[src/rtl/sidq_pkg.sv]
`default_nettype none
// ----------------------------------------------------------------------------
// sidq_pkg
// Shared widths, request and status codes, and control types for the
// signed index deque.
// ----------------------------------------------------------------------------
package sidq_pkg;

  localparam int DATA_W          = 32;
  localparam int CMD_W           = 3;
  localparam int POS_W           = 5;
  localparam int STATUS_W        = 2;
  localparam int COUNT_W         = 5;
  // A position reaches entries 0 to 15 of either bank.
  localparam int IDX_IN_W        = POS_W - 1;
  localparam int DEF_BANK_DEPTH  = 16;

  typedef enum logic [CMD_W-1:0] {
    CMD_PUSH_FRONT = 3'd0,
    CMD_PUSH_BACK  = 3'd1,
    CMD_INSERT     = 3'd2,
    CMD_REMOVE     = 3'd3,
    CMD_CLEAR      = 3'd4,
    CMD_FIND       = 3'd5
  } cmd_t;

  typedef enum logic [STATUS_W-1:0] {
    STAT_OK     = 2'd0,
    STAT_FULL   = 2'd1,
    STAT_BADPOS = 2'd2,
    STAT_MISS   = 2'd3
  } status_t;

  typedef enum logic [1:0] {
    CELL_HOLD,
    CELL_LOAD,
    CELL_FROM_LOWER,
    CELL_FROM_UPPER
  } cell_op_t;

  typedef enum logic {
    ST_IDLE,
    ST_FIND
  } state_t;

  // Operations applied to one bank in a cycle; at most one is set.
  typedef struct packed {
    logic append;
    logic insert;
    logic remove;
    logic clear;
    logic find;
  } bank_cmd_t;

endpackage
`default_nettype wire

[src/rtl/sidq_cell.sv]
`default_nettype none
// ----------------------------------------------------------------------------
// sidq_cell
// One bank entry: holds a word, loads, shifts from a neighbor, and
// registers a compare against the search value.
// ----------------------------------------------------------------------------
module sidq_cell
  import sidq_pkg::*;
(
  input  wire logic              clk,
  input  wire cell_op_t          op,
  input  wire logic [DATA_W-1:0] value,
  input  wire logic [DATA_W-1:0] lower,
  input  wire logic [DATA_W-1:0] upper,
  input  wire logic              find,
  output logic      [DATA_W-1:0] data,
  output logic                   hit
);

  always_ff @(posedge clk) begin
    unique case (op)
      CELL_LOAD:       data <= value;
      CELL_FROM_LOWER: data <= lower;
      CELL_FROM_UPPER: data <= upper;
      default:         data <= data;
    endcase
  end

  always_ff @(posedge clk) begin
    if (find) begin
      hit <= (data == value);
    end
  end

endmodule
`default_nettype wire

[src/rtl/sidq_bank.sv]
`default_nettype none
// ----------------------------------------------------------------------------
// sidq_bank
// One bank: a row of cells with its fill count. Insert shifts the cells
// above the position outward, remove shifts them inward.
// ----------------------------------------------------------------------------
module sidq_bank
  import sidq_pkg::*;
#(
  parameter int BANK_DEPTH = DEF_BANK_DEPTH,
  parameter int FILL_W     = $clog2(BANK_DEPTH + 1)
)(
  input  wire logic                clk,
  input  wire logic                rst,
  input  wire bank_cmd_t           cmd,
  input  wire logic [IDX_IN_W-1:0] idx,
  input  wire logic [DATA_W-1:0]   value,
  output logic      [FILL_W-1:0]   fill,
  output logic      [FILL_W-1:0]   fill_next,
  output logic  [BANK_DEPTH-1:0]   hit
);

  localparam int CMP_W = (FILL_W > IDX_IN_W) ? FILL_W : IDX_IN_W;

  logic [DATA_W-1:0] data [BANK_DEPTH];
  logic [BANK_DEPTH-1:0] cell_hit;
  logic [CMP_W-1:0] fill_ext;
  logic [CMP_W-1:0] idx_ext;

  assign fill_ext = CMP_W'(fill);
  assign idx_ext  = CMP_W'(idx);

  always_comb begin
    fill_next = fill;
    if (cmd.clear) begin
      fill_next = '0;
    end else if (cmd.append || cmd.insert) begin
      fill_next = fill + FILL_W'(1);
    end else if (cmd.remove) begin
      fill_next = fill - FILL_W'(1);
    end
  end

  always_ff @(posedge clk) begin
    if (rst) begin
      fill <= '0;
    end else begin
      fill <= fill_next;
    end
  end

  for (genvar i = 0; i < BANK_DEPTH; i++) begin : g_cell
    localparam logic [CMP_W-1:0] CI = CMP_W'(i);
    cell_op_t          op;
    logic [DATA_W-1:0] lower;
    logic [DATA_W-1:0] upper;

    always_comb begin
      if (cmd.append && (CI == fill_ext)) begin
        op = CELL_LOAD;
      end else if (cmd.insert && (CI == idx_ext)) begin
        op = CELL_LOAD;
      end else if (cmd.insert && (CI > idx_ext)) begin
        op = CELL_FROM_LOWER;
      end else if (cmd.remove && (CI >= idx_ext) && (i < BANK_DEPTH - 1)) begin
        op = CELL_FROM_UPPER;
      end else begin
        op = CELL_HOLD;
      end
    end

    if (i == 0) begin : g_first
      assign lower = '0;
    end else begin : g_inner_lo
      assign lower = data[i-1];
    end
    if (i == BANK_DEPTH - 1) begin : g_last
      assign upper = data[i];
    end else begin : g_inner_hi
      assign upper = data[i+1];
    end

    sidq_cell u_cell (
      .clk   (clk),
      .op    (op),
      .value (value),
      .lower (lower),
      .upper (upper),
      .find  (cmd.find),
      .data  (data[i]),
      .hit   (cell_hit[i])
    );

    // Only occupied entries may match; the fill does not move during a find.
    assign hit[i] = cell_hit[i] && (CI < fill_ext);
  end

endmodule
`default_nettype wire

[config.mk]
export PLATFORM = sky130hd
export DESIGN_NAME = sidq_bank
export DESIGN_NICKNAME = d
export VERILOG_FILES = /design/src/rtl/sidq_pkg.sv /design/src/rtl/sidq_cell.sv /design/src/rtl/sidq_bank.sv
export SDC_FILE = /design/constraint.sdc
export NUM_CORES = 1
export LEC_CHECK = 0
export ABC_AREA = 1
export BUFFER_PORTS_ARGS = -buffer_cell sky130_fd_sc_hd__clkbuf_2
export CORE_ASPECT_RATIO = 0.75
export CORE_MARGIN = 5
export CORE_UTILIZATION = 39
export DETAILED_ROUTE_END_ITERATION = 6
export GPL_TIMING_DRIVEN = 0
export HOLD_SLACK_MARGIN = 0.06
export SETUP_SLACK_MARGIN = 0.3
export SYNTH_ARGS = -nofsm -noshare
export SYNTH_HDL_FRONTEND = slang
export SYNTH_SLANG_ARGS = --single-unit
[constraint.sdc]
create_clock -name clk -period 3.59 [get_ports clk]
set_input_delay 0 -clock clk [delete_from_list [all_inputs] [get_ports clk]]
set_output_delay 0 -clock clk [all_outputs]
set_load 0.01 [all_outputs]
==> results of run 1 <==
==> sequential cells by signal (all words and copies together), names as in the netlist <==
| register | flops |
|---|---|
| g_cell.u_cell.data | 512 |
| g_cell.u_cell.hit | 16 |
| fill | 5 |
==> logic make-up after synthesis <==
kind of cell,count (synthesis),share of synthesized area
and+or+nand+nor,3820,0.428
xor gates and xnor gates,108,0.0258
adders and majority gates,5,0.00170
DFF,533,0.435
AOI/OAI and AO/OA,88,0.0130
buffers and inverters,843,0.0971
==> synthesized netlist by cell type, types with 2 or more instances <==
cell and number:
nand2_1 2511, nand3_1 837, edfxtp_1 528, inv_1 471, nor2_1 376, buf_2 158
xor2_1 108, clkbuf_1 103, inv_2 35, nand4_1 35, o21ai_0 32, buf_4 26
o21ai_1 26, nor2_2 20, a21oi_1 18, buf_1 18, nand2_2 16, clkinv_1 14
buf_6 13, nor2_4 10, dfxtp_1 5, ha_1 5, nor3_1 5, a21boi_0 4
clkbuf_2 3, nand2_4 3, a21oi_2 2, a31oi_1 2, inv_4 2, nand3_2 2
nor4_1 2, o21a_1 2
==> where the power goes <==
| group | switching [mW] | internal, mW |
|---|---|---|
| clock network | 2.83 | 3.24 |
| registers | 0.820 | 7.78 |
| logic | 2.55 | 1.11 |
| total | 6.20 | 12.1 |
==> cell type report <==
class,instances,area [um2]
Clock inverter,18,87.6
Fill cell,9719,52600
Multi-Input combinational cell,4022,17300
Tap cell,1237,1550
Antenna cell,3,7.51
Sequential cell,533,16000
Inverter,522,1960
Buffer,321,1600
Clock buffer,92,1700
Timing Repair Buffer,78,596
==> timing repair <==
| action | CTS | global route |
|---|---|---|
| hold buffers | 20 | 0 |
| hold endpoints to repair | 39 | 0 |
| endpoints found under the setup margin | 154 | 65 |
| resized for setup | 7 | 3 |
| cloned | 0 | 1 |
| pin swaps | 0 | 1 |
==> worst paths after layout <==
check        depth (start not counted)                      start  slack (ns)                        end
max                                 10                    fill[1]        0.28  g_cell[8].u_cell.data[16]
min reg2reg                          2  g_cell[1].u_cell.data[10]        0.59  g_cell[2].u_cell.data[10]
max reg2reg                         10                    fill[1]        0.28  g_cell[8].u_cell.data[16]
min                                  7                   value[0]        0.09       g_cell[8].u_cell.hit
==> stage by stage <==
stage / util / instance area (um2) / setup slack (ns) / power (mW)
2_1_floorplan: - / 36700 / 0.859 / 10.8
3_3_place_gp: 0.412 / 38500 / -0.754 / 12.1
3_5_place_dp: 0.414 / 38700 / 0.113 / 12.2
4_1_cts: 0.436 / 40800 / 0.404 / 18.2
5_1_grt: 0.437 / 40800 / 0.325 / 19.0
6_report: 0.437 / 40800 / 0.281 / 18.3
==> per-layer routing <==
metal / part of all wire / track usage
met1: 0.44 / 0.474
met2: 0.38 / 0.406
met3: 0.16 / 0.110
met4: 0.019 / 0.0590
met5: 0.00029 / 0.00287
==> critical path: stages (launching register included) <==
cell and delay (ns):
dfxtp_1 0.59, buf_2 0.41, inv_1 0.29, ha_1 0.32
inv_1 0.07, nor2_1 0.10, nand2_1 0.08, and2_4 0.16
buf_6 0.17, buf_4 0.23, nand3_4 0.43
==> flow_metrics.tcl, run 1 <==
set metrics [dict create \
    status "finished clean" \
    cts_tree "yes" \
    io_buffer_count 53 \
    die_y_um 276 \
    clock_latency_ns 0.68 \
    die_w_um 364 \
    gp_congestion 1.02 \
    avgSynthCellArea_um2 6.80 \
    cp.arrival_ns 3.54 \
    syn_nets 5445 \
    synth_warnings 0 \
    max_cap_violations 0 \
    grt_max_degree 33 \
    htree_num_levels 2 \
    clk_pin_slew_ns 0.06 \
    hold_ws_ns 0.0863 \
    worstMarginPinSlew_ns 1.32 \
    nets 5586 \
    core_um2 93500 \
    cp_max_fo 32 \
    synth_edf_count 528 \
    drt-vias-per-instance 5.35 \
    yosys.area.top_type_share 0.432 \
    drt-total-wl_um 159000 \
    start_kind "flip-flop" \
    grt_pass1_wl_um 222000 \
    maxSlewViolCount 0 \
    vdd_ir_drop_max_mv 0.402 \
    num_vias 36500 \
    post-cts-setup-buffers 0 \
    setup_violations 0 \
    drive_gt1_frac 0.0795 \
    clockRootBuffer "clkbuf_16" \
    fp-row-count 97 \
    clk_path_buf_depth 3 \
    syn_to_final_growth_pct 11.1 \
    track_usage 0.307 \
    finalSetupTns_ns 0 \
    numClockSinks 533 \
    slew_headroom 0.120 \
    final_cells 6826 \
    final_cell_mix "nand2_1, nand3_1, edfxtp_1" \
    synth_area_leaders "edfxtp_1, nand2_1, nand3_1" \
    ios 69 \
    dieArea_um2 100000 \
    synth_async_sr_flop_share 0 \
    layout_commonest_cell "nand2_1" \
    path_class "reg -> reg" \
    drcViolationCount 0 \
    fin_skew_ns 0.0345 \
    hp-class "in -> reg" \
    first_pass_iters 6 \
    wl_per_cell_um 23.3 \
    antenna_found_initial 3 \
    max_freq_ghz 0.302 \
    dp_hpwl_um 132000 \
    mappedNetlistArea_um2 36700 \
    cts_buffers 60 \
    ys_seq_area_frac 0.435 \
    p_leak_nw 19.7 \
    ys_types 37 \
    antenna_left 0 \
    yosysTopAreaCell "edfxtp_1" \
    ys_ff_latch 533 \
    netlist_instances 5397 \
    rsz0062_at_grt "no" \
    finalHoldViolations 0 \
    crit_path_end_kind "flip-flop" \
    start_util 0.393 \
    placedCellCount 6692 \
    finalCritPeriodShare 0.922 \
    initialDrtViolationCount 5551 \
    synth-main-ff-cell "edfxtp_1" \
    cp.required_ns 3.82 \
    grt_pass1_vias 31200 \
    powerDensity_nw_per_um2 449 \
    min_period_ns 3.31 \
    overflow 0 \
]
Power figures use the tool's default switching activity.
==> run 2, diff against run 1 <==
--- a/config.mk
+++ b/config.mk
@@ -5,7 +5,6 @@
 export SDC_FILE = /design/constraint.sdc
 export NUM_CORES = 1
 export LEC_CHECK = 0
-export ABC_AREA = 1
 export BUFFER_PORTS_ARGS = -buffer_cell sky130_fd_sc_hd__clkbuf_2
 export CORE_ASPECT_RATIO = 0.75
 export CORE_MARGIN = 5
==> flow_metrics.tcl, run 2 <==
set metrics [dict create \
    status "finished, violations left" \
    violations "design-rule violations" \
    hp-class "in -> reg" \
    synth-main-ff-cell "edfxtp_1" \
    synth_common_cells "edfxtp_1, xor2_1, a221o_1, and2_1, clkbuf_1" \
    track_usage 0.338 \
    cts_buffers 60 \
    grt_pass1_vias 25000 \
    cp_slowest_stage_delay_ns 1.09 \
    p_leak_nw 13.5 \
    netlist_instances 2740 \
    setup_slack_ns 0.273 \
    max_freq_ghz 0.301 \
    r2r-start "fill[0]" \
    mappedNetlistArea_um2 31900 \
    grt_pass1_wl_um 208000 \
    first_pass_iters 7 \
    internal_power_mw 12.4 \
    die_y_um 258 \
    synth_warnings 0 \
    ys_types 73 \
    p_sw_mw 5.99 \
    hold_depth 3 \
    io_buffer_count 34 \
    path_class "in -> reg" \
    drt-total-wl_um 155000 \
    fp-row-count 90 \
    crit_path_top_delay_cell "nor4_1" \
    regMostFlops "g_cell.u_cell.data" \
    p_clk_frac 0.359 \
    wl_per_cell_um 38.8 \
    max_cap_violations 0 \
    core_um2 80900 \
    syn_to_final_growth_pct 13.0 \
    clock_latency_ns 0.69 \
    final_util 0.446 \
    postPlaceCellArea_um2 33900 \
    final_cell_mix "edfxtp_1, xor2_1, a221o_1" \
    num_vias 26900 \
    hold_ws_ns 0.127 \
    cp_max_fo 10 \
    synth_area_leaders "edfxtp_1, xor2_1, a221o_1" \
    initialDrtViolationCount 5193 \
    yosysMostFrequentCell "edfxtp_1" \
    final_area_um2 36100 \
    reg2regPathDepth 7 \
    ys_ff_latch 533 \
    synth_async_sr_flop_share 0 \
    finalHoldViolations 0 \
    grt_max_degree 33 \
    ys_seq_area_frac 0.500 \
    hold_path_startpoint "rst" \
    largest_reg_flops 512 \
    slew_headroom 0.0412 \
    vdd_ir_drop_max_mv 0.401 \
    drcViolationCount 10 \
    powerDensity_nw_per_um2 511 \
    rsz0062_at_grt "no" \
    worstPathCellList "clkbuf_1, buf_1, xor2_1, nor4_1, nand4_1, nor2_1" \
    setup_violations 0 \
    drive_gt1_frac 0.111 \
    final_cells 3979 \
    start_kind "input port" \
    syn_nets 2788 \
    drt-vias-per-instance 6.75 \
    start_util 0.395 \
    worstMarginPinSlew_ns 1.43 \
    htree_num_levels 2 \
    pwr-share-seq 0.448 \
    yosysTopAreaCell "edfxtp_1" \
    yosys.area.top_type_share 0.497 \
    clk_pin_slew_ns 0.06 \
    antenna_found_initial 10 \
    dp_hpwl_um 125000 \
    cts_tree "yes" \
    p_comb_frac 0.193 \
    avgSynthCellArea_um2 11.7 \
    dp_slack_ns -0.248 \
    layout_commonest_cell "edfxtp_1" \
    ios 69 \
    die_w_um 340 \
    crit_path_end_kind "flip-flop" \
    maxSlewViolCount 0 \
    startpoint "value[11]" \
    placedCellCount 3846 \
    cp.arrival_ns 3.69 \
    clk_path_buf_depth 3 \
    dieArea_um2 87700 \
    gp_congestion 1.03 \
    fin_skew_ns 0.0450 \
    min_period_ns 3.32 \
    synth_edf_count 528 \
    antenna_left 0 \
    clockRootBuffer "clkbuf_16" \
    nets 2917 \
    overflow 0 \
    numClockSinks 533 \
    top_regs "g_cell.u_cell.data (512), g_cell.u_cell.hit (16), fill (5)" \
    finalCritPeriodShare 0.924 \
    cp.required_ns 3.97 \
    switching_share 0.325 \
]
[run 2: cell type report]
type,count,area [um2]
fill,7557,44800
timing repair buffer,67,628
inverter,165,619
clock inverter,34,370
sequential,533,16000
buffer,290,1310
tap,1058,1320
antenna,3,7.51
multi-input combinational,1752,14300
clock buffer,77,1610
[run 2: kinds of logic after synthesis]
logic type | synth area share
buffers and inverters | 0.0599
DFF | 0.500
AOI/OAI and AO/OA | 0.171
and+or+nand+nor | 0.103
muxes | 0.0232
adders and majority gates | 0.00196
xor gates and xnor gates | 0.142
[run 2: worst max-delay path, delay by kind of cell]
family                 cells  cell delay (ns)
AND/OR/NAND/NOR            3             2.14
buffers and inverters      2             1.23
XOR/XNOR                   1             0.30
[run 2: through the flow]
stage | total power, mW | TNS, ns
after floorplan | 9.98 | 0
after CTS | 18.2 | 0
after detailed placement | 11.6 | -4.82
after global placement | 11.6 | -305.16
after global routing | 18.8 | 0
final | 18.4 | 0
[run 2: power groups by stage]
stage	Combinational [mW]	Sequential, mW	Clock [mW]
after floorplan	1.88	8.10	0
after global placement	3.19	8.38	0
after detailed placement	3.28	8.35	0
after CTS	3.34	8.23	6.60
after global routing	3.64	8.28	6.85
final	3.56	8.25	6.62
[run 2: layer usage]
metal | up-vias | track usage | share of wire
li1 | 10700 | - | -
met1 | 13800 | 0.503 | 0.43
met2 | 2102 | 0.435 | 0.38
met3 | 194 | 0.180 | 0.18
met4 | 12 | 0.0490 | 0.016
met5 | - | 0.0154 | 0.0016
[run 2: what timing repair did]
| action | 4_1_cts | 5_1_grt |
|---|---|---|
| buffers inserted | 12 | 0 |
| pin swaps | 5 | 0 |
| gates resized for setup | 7 | 24 |
| setup endpoints to repair | 90 | 90 |
| hold buffers | 6 | 0 |
| endpoints found under the hold margin | 21 | 0 |
[run 2: path summary, 6_finish.rpt]
| kind | end | slack (ns) |
|---|---|---|
| worst max-delay path | g_cell[14].u_cell.hit | 0.27 |
| worst min-delay path | fill[1] | 0.13 |
| worst max register to register | g_cell[10].u_cell.data[9] | 0.28 |
| worst min register to register | g_cell[14].u_cell.data[10] | 0.60 |
